`src/sv/bpa_eval.sv`:
```
// Free-run evaluator for one map word: carries the running free-page count
// across the word and finds the lowest page that completes the run. No dependencies.
module bpa_eval #(
    parameter int PPW = 8,
    parameter int W   = 18
) (
    input  logic [PPW-1:0]         i_used,
    input  logic [W-1:0]           i_run,
    input  logic [W-1:0]           i_need,
    output logic                   o_hit,
    output logic [$clog2(PPW)-1:0] o_idx,
    output logic [W-1:0]           o_run
);

    localparam int CW = W + 1;
    localparam int IW = $clog2(PPW);

    logic [CW-1:0]  run_a [PPW];
    logic [PPW-1:0] hit;

    always_comb begin
        logic          seen;
        logic [CW-1:0] lastu;
        for (int i = 0; i < PPW; i++) begin
            seen  = 1'b0;
            lastu = '0;
            for (int j = 0; j <= i; j++) begin
                if (i_used[j]) begin
                    seen  = 1'b1;
                    lastu = CW'(j);
                end
            end
            if (seen) begin
                run_a[i] = CW'(i) - lastu;
            end else begin
                run_a[i] = CW'(i_run) + CW'(i + 1);
            end
            hit[i] = !i_used[i] && (run_a[i] >= CW'(i_need));
        end
    end

    always_comb begin
        o_idx = '0;
        for (int i = PPW - 1; i >= 0; i--) begin
            if (hit[i]) begin
                o_idx = IW'(i);
            end
        end
    end

    assign o_hit = |hit;
    assign o_run = W'(run_a[PPW-1]);

endmodule

```
`config.mk`:
```
export PLATFORM = sky130hd
export DESIGN_NAME = bpa_eval
export DESIGN_NICKNAME = d
export VERILOG_FILES = /design/src/sv/bpa_eval.sv
export SDC_FILE = /design/constraint.sdc
export NUM_CORES = 1
export LEC_CHECK = 0
export BUFFER_PORTS_ARGS = -buffer_cell sky130_fd_sc_hd__buf_2
export CAP_MARGIN = 40
export CORE_MARGIN = 3
export CORE_UTILIZATION = 57
export DETAILED_ROUTE_END_ITERATION = 8
export MAX_ROUTING_LAYER = met4
export PLACE_DENSITY = 0.8
export SLEW_MARGIN = 20
export SYNTH_ARGS = -nofsm -noshare
export SYNTH_HDL_FRONTEND = slang
export SYNTH_SLANG_ARGS = --single-unit
export TNS_END_PERCENT = 30
```
`constraint.sdc`:
```
create_clock -name vclk -period 3.65
set_input_delay 0 -clock vclk [all_inputs]
set_output_delay 0 -clock vclk [all_outputs]
set_load 0.03 [all_outputs]
```
Word level (Yosys, flattened, before mapping)
Index checks and enable logic that the tools add are counted.
{"block": "totals", "regBits": 0, "output_inout_bits": 22}
{"block": "classes", "n_reduce_logical": 17, "n_addsub": 15, "n_mux": 31, "n_lt_le_gt_ge": 8}
{"op": "19-bit two-way mux", "count": 14}
{"op": "19-bit by 18-bit >= comparator with 1-bit output", "count": 8}
{"op": "18-bit by 3-bit adder with 19-bit output, second input constant", "count": 4}
{"op": "3-bit by 19-bit subtractor with 19-bit output, first input constant", "count": 4}
{"op": "18-bit by 2-bit adder with 19-bit output, second input constant", "count": 2}
{"op": "2-bit by 19-bit subtractor with 19-bit output, first input constant", "count": 2}
{"op": "3-bit two-way mux", "count": 8}
{"op": "18-bit by 1-bit adder with 19-bit output, second input constant", "count": 1}
{"op": "18-bit by 4-bit adder with 19-bit output, second input constant", "count": 1}
{"op": "1-bit by 19-bit subtractor with 19-bit output, first input constant", "count": 1}
{"op": "1-bit two-way mux", "count": 9}
{"op": "1-bit logical AND", "count": 8}
{"op": "1-bit zero test", "count": 8}
{"op": "8-bit OR reduction", "count": 1}

Logic depth before layout (Yosys ltp)
Gate-level depths: netlist of run 1.
{"block": "logic_depth", "word_depth": 19, "mapped_depth": 18, "depth_no_buf": 17}

Worst setup path before layout of run 1
Ideal clock, no wire load.
{"block": "synth_timing", "kind": "input to output", "startpoint": "in i_run[9]", "endpoint": "out o_idx[0]", "setup_slack_ns": 0.059, "stages": 18, "arrival_ns": 3.591, "n_path_buf": 3, "t_required_ns": 3.650, "path_cell_list": "buf_4 nand2_1 nor2_1 and3_1 clkbuf_1 and3_1 clkbuf_1 nand3_1 xor2_1 nor2_1 ha_1 o21a_1 nand4_1 nor2_1 o21ai_0 and3_1 o31a_1 o221ai_1"}
{"block": "synth_via", "elab_chain_cells": 12}
{"item": "start, declared", "line": "8", "rtl": "input logic [W-1:0] i_run,"}
{"item": "18-bit by 4-bit adder with 19-bit output", "line": "36", "rtl": "run_a[i] = CW'(i_run) + CW'(i + 1);"}
{"item": "19-bit two-way mux", "line": "33", "rtl": "if (seen) begin"}
{"item": "named net o_run[16]", "line": "12", "rtl": "output logic [W-1:0] o_run"}
{"item": "19-bit by 18-bit >= comparator with 1-bit output", "line": "38", "rtl": "hit[i] = !i_used[i] && (run_a[i] >= CW'(i_need));"}
{"item": "1-bit logical AND", "line": "38"}
{"item": "3-bit two-way mux (8 in series)", "line": "45", "rtl": "if (hit[i]) begin"}
{"item": "end, declared", "line": "11", "rtl": "output logic [$clog2(PPW)-1:0] o_idx,"}
The timed path passes the listed nets, and every way through them passes these cells.

Worst setup path in the final report of run 1
{"block": "layout_timing", "startpoint": "in i_run[3]", "endpoint": "out o_idx[0]"}
{"block": "layout_via", "elab_chain_cells": 12}
{"item": "18-bit by 4-bit adder with 19-bit output", "line": "36"}
{"item": "19-bit two-way mux", "line": "33"}
{"item": "19-bit by 18-bit >= comparator with 1-bit output", "line": "38"}
{"item": "1-bit logical AND", "line": "38"}
{"item": "3-bit two-way mux (7 in series)", "line": "45"}
{"item": "3-bit two-way mux (*)", "line": "45"}
Every way passes the cells marked *; elsewhere a longest branch is shown, timed or not.

==> impl_metrics.toml, run 1 <==
[outcome]
outcome = "complete, no violations"

[global_routing]
grt_max_degree = 18
grt_pass1_wl_mm = 37.23
grt_pass1_vias = 6940
antenna_found_initial = 0
grt_usage_pct = 41.01
overflow = 0

[synthesis]
synthCells = 914
ys_seq_area_share_pct = 0
synth.cell_area_um2 = 6210
yosys_warnings = 0
avgSynthCellArea_um2 = 6.794
synthesis.nets = 1116
ys_types = 62

[sta]
fmax_mhz = 288.2
tns_ps = 0
rsz0062_at_grt = "yes"
period_minus_slack_ps = 3470
slew_headroom_pct = 50.35
period_share_pct = 95.07
finalSetupViolCount = 0
hold_viol = 0
maxSlewViolCount = 0
tightest_slew_ps = 737.9

[floorplan]
core-area_um2 = 10460
io_pins = 66
die_h_um = 110.4
start_util_pct = 59.35
dieArea_um2 = 12180
fp-row-count = 37
dieWidth_um = 110.4

[layout]
final_nets = 1200
seqCellArea_um2 = 0
fin_util_pct = 67.21
syn2layout_area_growth_pct = 13.24
nFillCells = 988
nClkBuffers = 0
drive_gt1_share_pct = 16.06
antenna_cells = 0
design.seq.count = 0

[critical_path]
crit_arrival_ps = 3470
path_max_fanout = 7
cp-end-kind = "output pin"
critPathLaunchType = "input pin"
path_class = "input pin to output pin"
required_ps = 3650

[min_path]
hold_depth = 3
whs_endpoint = "o_run[0]"
hold_path.startpoint = "i_used[7]"
hold_path_class = "input pin to output pin"

[pwr]
powerDensity_nw_per_um2 = 93.72
leakagePower_nw = 3.350
ir_drop_v = 0.00005824

[clocking]
cts_hold_buf = 0
post_cts_buffers = 0

[detailed_routing]
postRouteAntennaNets = 0
vias_per_cell = 6.474
vias = 7329
dr.first_iter.drc_count = 840
drc_errors = 0
post_drt_wl_per_cell_um = 21.51
drt-total-wl_mm = 24.34
drt-pass1-iter-count = 6

[place]
portBuffers = 66
routabilityCongestion = 1.126
dp_hpwl_mm = 19.71

[run]
drv_cap = 0
[worst max-delay path, cell delays in order]
cell and delay, ps:
buf_2 200, ha_1 300, a21oi_1 180, nor3_1 270, nor2_1 60, a211oi_1 320, ha_1 320, a21oi_1 130
o21ai_0 130, a2111oi_1 400, o41ai_1 140, buf_4 170, a31oi_1 230, buf_4 160, nand4_1 70, o221ai_1 160
buf_2 230
[repair_timing]
item / CTS / global route
endpoints found under the hold margin: 0 / 0
setup endpoints to repair: 0 / 4
resized for setup: 0 / 7
[power by group]
group | internal, W | leakage (nW) | switching (W)
Sequential | 0 | 0 | 0
Clock | 0 | 0 | 0
Combinational | 0.000242 | 3.35 | 0.000417
[cells by family after synthesis]
logic type / count (synthesis) / share of synthesized area (%)
mux: 5 / 0.8261
compound gates: 225 / 21.20
buf+inv: 86 / 5.622
xor+xnor: 90 / 12.69
simple gates: 350 / 27.83
fa+ha+maj: 158 / 31.84
[worst max path at each step]
stage / depth (start not counted) / startpoint / slack (ps) / end
2_1_floorplan: 18 / i_run[9] / 60 / o_idx[0]
3_3_place_gp: 13 / i_used[2] / 200 / o_hit
3_5_place_dp: 13 / i_used[2] / 140 / o_hit
4_1_cts: 13 / i_used[2] / 130 / o_hit
5_1_grt: 19 / i_run[1] / -20 / o_idx[0]
6_report: 17 / i_run[3] / 180 / o_idx[0]
[metal layers]
metal,routed length (µm),vias to the layer above,global-route usage [%]
li1,-,3464,-
met1,9458,3286,52.10
met2,10380,478,61.70
met3,3012,101,8.736
met4,1497,0,19.88
met5,0,-,-
[through the flow]
stage	std cells	worst slack (ps)	total power, W	cell area (µm²)	hold WS, ps
2_1_floorplan	914	59.49	0.0004108	6210	109.6
3_3_place_gp	1131	202.3	0.0006241	6992	431.8
3_5_place_dp	1132	138.7	0.0006350	6999	433.3
4_1_cts	1132	128.7	0.0006372	6999	438.7
5_1_grt	1132	-16.39	0.0007198	7032	470.4
6_report	1132	180.0	0.0006590	7032	455.1
[area by class of cell]
class                           instances  area [µm²]  area share, %
Inverter                               34       127.6          1.815
Multi-Input combinational cell        828        5893          83.81
Tap cell                              136       170.2          2.420
Timing Repair Buffer                  134       840.8          11.96
[synthesized netlist by cell type (2+ instances only)]
cell / instances / area (µm²)
ha_1: 158 / 1977
nor2_1: 116 / 435.4
a21oi_1: 109 / 545.5
nand2_1: 73 / 274.0
o21ai_0: 56 / 280.3
xor2_1: 53 / 464.2
nand3_1: 37 / 185.2
xnor2_1: 37 / 324.1
clkbuf_1: 34 / 127.6
inv_1: 34 / 127.6
or3_1: 29 / 181.4
nand4_1: 23 / 143.9
nor3_1: 15 / 75.07
and3_1: 10 / 62.56
nor2b_1: 10 / 62.56
a211oi_1: 9 / 67.56
buf_1: 9 / 33.78
a21o_1: 7 / 52.55
or2_2: 7 / 43.79
a311oi_1: 6 / 52.55
a31oi_1: 6 / 37.54
buf_2: 6 / 30.03
nand2b_1: 6 / 37.54
and2_1: 5 / 31.28
mux2i_1: 4 / 40.04
o211ai_1: 4 / 30.03
o21a_1: 4 / 30.03
and4_1: 3 / 26.28
o21bai_1: 3 / 22.52
a2111oi_0: 2 / 17.52
a211oi_2: 2 / 25.02
a221oi_1: 2 / 17.52
buf_6: 2 / 22.52
nand3b_1: 2 / 15.01
nor3_2: 2 / 20.02
o31a_1: 2 / 17.52
o41ai_1: 2 / 17.52
[cell usage in the layout (no fill, tap or decap), types with 2 or more instances in the layout]
master    instances
o211ai_1          4
a221oi_2          2
and4_1            3
nor2b_1          10
o21ai_0          56
nand2_1          73
buf_2            66
or3_1            28
nor2_1          116
nor3_2            2
a21oi_1         109
inv_1            34
o31a_1            2
a21o_1            7
buf_4            68
a211oi_1          9
o21a_1            4
a31oi_1           6
nand3_1          37
o41ai_1           2
a311oi_1          5
xnor2_1          37
a211oi_2          2
nor3_1           15
and2_1            5
and3_1           10
o21bai_1          3
or2_2             7
ha_1            157
nand2b_1          6
nand3b_1          2
mux2i_1           4
xor2_1           53
nand4_1          23
(Power assumes the default switching activity.)
==> run 2: changes to the inputs <==
GPL_TIMING_DRIVEN = 0   (was not set)
==> impl_metrics.toml, run 2 (synthesis gave the netlist of run 1 again) <==
[detailed_routing]
postRouteAntennaNets = 0
dr.first_iter.drc_count = 928
drt-pass1-iter-count = 6
post_drt_wl_per_cell_um = 20.81
drt-total-wl_mm = 23.32
vias_per_cell = 6.554
vias = 7347
drc_errors = 0

[global_routing]
grt.met2_usage_pct = 57.76
grt_max_degree = 11
overflow = 0
grt_pass1_wl_mm = 34.98
met3_usage_pct = 3.611
grt_usage_pct = 38.30
grt_pass1_vias = 6521
use_met1_pct = 51.05
antenna_found_initial = 0
busiest_layer = "met2"

[place]
portBuffers = 61
routabilityCongestion = 1.060
post-place-ws_ps = -725.6
dp_hpwl_mm = 18.19

[layout]
design.seq.count = 0
seqCellArea_um2 = 0
fin_util_pct = 67.76
drive_gt1_share_pct = 16.45
nClkBuffers = 0
syn2layout_area_growth_pct = 14.16
layout_commonest_cell = "ha_1"
final_nets = 1189
antenna_cells = 0
layout_common_cells = "153 x ha_1, 105 x nor2_1, 103 x a21oi_1"

[critical_path]
path_max_fanout = 10
cp-end-kind = "output pin"
path_class = "input pin to output pin"
required_ps = 3650
critPathLaunchType = "input pin"
crit_arrival_ps = 3600
critPathLaunch = "i_run[8]"

[floorplan]
dieArea_um2 = 12180
fp-row-count = 37
core-area_um2 = 10460
start_util_pct = 59.35
io_pins = 66
dieWidth_um = 110.4
die_h_um = 110.4

[pwr]
leakagePower_nw = 3.245
ir_drop_v = 0.00005344
p_total_w = 0.0006537
powerDensity_nw_per_um2 = 92.21

[sta]
finalSetupViolCount = 0
period_minus_slack_ps = 3605
rsz0062_at_grt = "yes"
setup_ws_ps = 45.18
hold_viol = 0
hold_slack_ps = 462.0
slew_headroom_pct = 42.97
fmax_mhz = 277.4
maxSlewViolCount = 0
period_share_pct = 98.76
tightest_slew_ps = 847.6

[min_path]
hold_path.startpoint = "i_used[7]"
hold_path_class = "input pin to output pin"

[outcome]
outcome = "complete, no violations"

[run]
drv_cap = 0

[clocking]
cts_hold_buf = 0
-- run 2: worst max-delay path, stage by stage --
cell,delay [ps]
buf_2,120
buf_2,300
inv_1,140
nor2_1,170
nand2_1,260
nor2_4,190
buf_4,170
buf_4,110
xnor2_1,100
nor2_1,80
ha_1,290
and3_1,140
nand4_1,190
nor2_2,220
o21ai_2,140
and3_1,230
o31a_1,280
o221ai_1,210
buf_2,240
-- run 2: final timing paths --
check	endpoint	slack [ps]	cells after the start
setup / recovery	o_idx[0]	50	19
hold / removal	o_run[0]	460	3
-- run 2: layout make-up --
cell class | count | area [µm²]
buffer | 43 | 203.9
fill | 972 | 3373
inverter | 34 | 131.4
multi-input combinational | 828 | 6131
tap | 136 | 170.2
timing repair buffer | 80 | 452.9
-- run 2: report_power, final --
group          switching (W)  leakage [nW]  internal (W)  total, W
sequential                 0             0             0         0
clock                      0             0             0         0
combinational       0.000420          3.25      0.000233  0.000654
-- run 2: what timing repair did --
action / in CTS / in global routing
setup endpoints to repair: 4 / 4
buffers inserted: 8 / 11
gates resized for setup: 38 / 48
pin swaps: 4 / 13
endpoints found under the hold margin: 0 / 0
-- run 2: through the flow --
step | instances | setup TNS (ps) | cell area [µm²]
final | 1121 | 0 | 7089
after global routing | 1121 | -37.91 | 7089
after CTS | 1113 | 0 | 6838
after detailed placement | 1111 | -2722 | 6685
after global placement | 1111 | -2779 | 6685
after floorplan | 914 | 0 | 6210
-- run 2: metal layers --
layer  share of wire [%]  up-vias
met4                 6.5        0
met3                  11      122
met2                  42      513
met5                   0        -
met1                  40     3285
li1                    -     3427
==> run 3: changes to the inputs <==
CORE_ASPECT_RATIO = 1.25   (was not set)
RECOVER_POWER = 25   (was not set)
==> impl_metrics.toml, run 3 (synthesis gave the netlist of run 1 again) <==
[outcome]
outcome = "complete, no violations"

[floorplan]
io_pins = 66
dieArea_um2 = 12190
fp-row-count = 42
die_h_um = 122.7
core-area_um2 = 10620
dieWidth_um = 99.36
start_util_pct = 58.50

[min_path]
hold_path_class = "input pin to output pin"

[clocking]
cts_hold_buf = 0

[layout]
layout_commonest_cell = "ha_1"
design.seq.count = 0
seqCellArea_um2 = 0
drive_gt1_share_pct = 16.07
final_nets = 1187
antenna_cells = 0
layout_common_cells = "151 x ha_1, 109 x nor2_1, 103 x a21oi_1"
fin_area_um2 = 7069
nClkBuffers = 0
final_cells = 1115
syn2layout_area_growth_pct = 13.84

[sta]
tns_ps = 0
period_minus_slack_ps = 3625
period_share_pct = 99.31
maxSlewViolCount = 0
tightest_slew_ps = 830.3
setup_ws_ps = 25.23
finalSetupViolCount = 0
fmax_mhz = 275.9
hold_viol = 0
slew_headroom_pct = 44.65

[global_routing]
grt_max_degree = 11
overflow = 0
grt_pass1_wl_mm = 35.13
grt_usage_pct = 38.12
antenna_found_initial = 0
grt_pass1_vias = 6541

[pwr]
ir_drop_v = 0.00007836
p_clk_share_pct = 0
p_sw_share_pct = 64.47
p_total_w = 0.0006564
leakagePower_nw = 3.229
comb_power_share_pct = 100.0
p_switching_w = 0.0004232
powerDensity_nw_per_um2 = 92.85
p_int_w = 0.0002332
sequentialPowerShare_pct = 0

[place]
portBuffers = 61
post-place-ws_ps = -770.1
dp_hpwl_mm = 18.88
routabilityCongestion = 1.079
dp.cells = 1107
placed_area_um2 = 6680

[critical_path]
cp_slowest_cell = "nor3_4"
path_max_fanout = 8
path_class = "input pin to output pin"
crit_family = "simple AND/OR/NAND/NOR gates"
path_buf_inv = 4
required_ps = 3650
critPathLaunchType = "input pin"
crit_arrival_ps = 3620
crit_path_cell_trace = "buf_2, ha_4, clkinvlp_4, nor3_4, and3_1, buf_2, and3_1, xnor2_1, nor2_1, ha_1, o21a_1, nand4_1, nor2_2, o21ai_2, a31oi_2, and4bb_1, nor3b_2, buf_2"
cp_common_cell = "buf_2"
cp-end-kind = "output pin"
critPathMaxStageDelay_ps = 330

[detailed_routing]
dr.first_iter.drc_count = 791
vias_per_cell = 6.596
post_drt_wl_per_cell_um = 21.32
vias = 7355
drt-total-wl_mm = 23.78
postRouteAntennaNets = 0
drc_errors = 0
drt-pass1-iter-count = 5

[run]
drv_cap = 0
-- run 3: routing by layer --
| metal | vias up | share of wire [%] | global-route usage, % |
|---|---|---|---|
| met4 | 0 | 6.1 | 18.27 |
| met5 | - | 0 | - |
| met3 | 108 | 9.2 | 3.980 |
| met2 | 444 | 46 | 61.68 |
| li1 | 3439 | - | - |
| met1 | 3364 | 39 | 47.44 |
-- run 3: path summary, 6_finish.rpt --
check / start / end / depth (start not counted)
worst min-delay path: i_used[7] / o_run[0] / 3
worst max-delay path: i_run[3] / o_idx[2] / 18
-- run 3: metrics by stage --
stage                     util, %  hold slack [ps]
after floorplan                 -            109.6
after global placement      62.93            463.3
after detailed placement    62.93            459.1
after CTS                   64.55            474.3
after global routing        66.60            507.4
final                       66.60            501.9
-- run 3: layout make-up --
| type | instances | area, µm² |
|---|---|---|
| buffer | 43 | 211.5 |
| multi-input combinational | 828 | 6121 |
| inverter | 34 | 138.9 |
| timing repair buffer | 78 | 432.9 |
| fill | 999 | 3546 |
| tap | 132 | 165.2 |
-- run 3: worst min-delay path, cell delays in order --
cell and delay, ps:
buf_2 250, nor2b_1 80, buf_2 170
-- run 3: repair_timing --
action                                  CTS  global route
buffers inserted                          7            10
pin swaps                                 7            11
endpoints found under the setup margin    4             4
gates cloned                              0             0
resized for setup                        42            45
-- run 3: power by group through the flow --
stage,Combinational [W],Clock (W),Sequential (W)
after floorplan,0.000411,0,0
after global placement,0.000590,0,0
after detailed placement,0.000597,0,0
after CTS,0.000616,0,0
after global routing,0.000716,0,0
final,0.000656,0,0
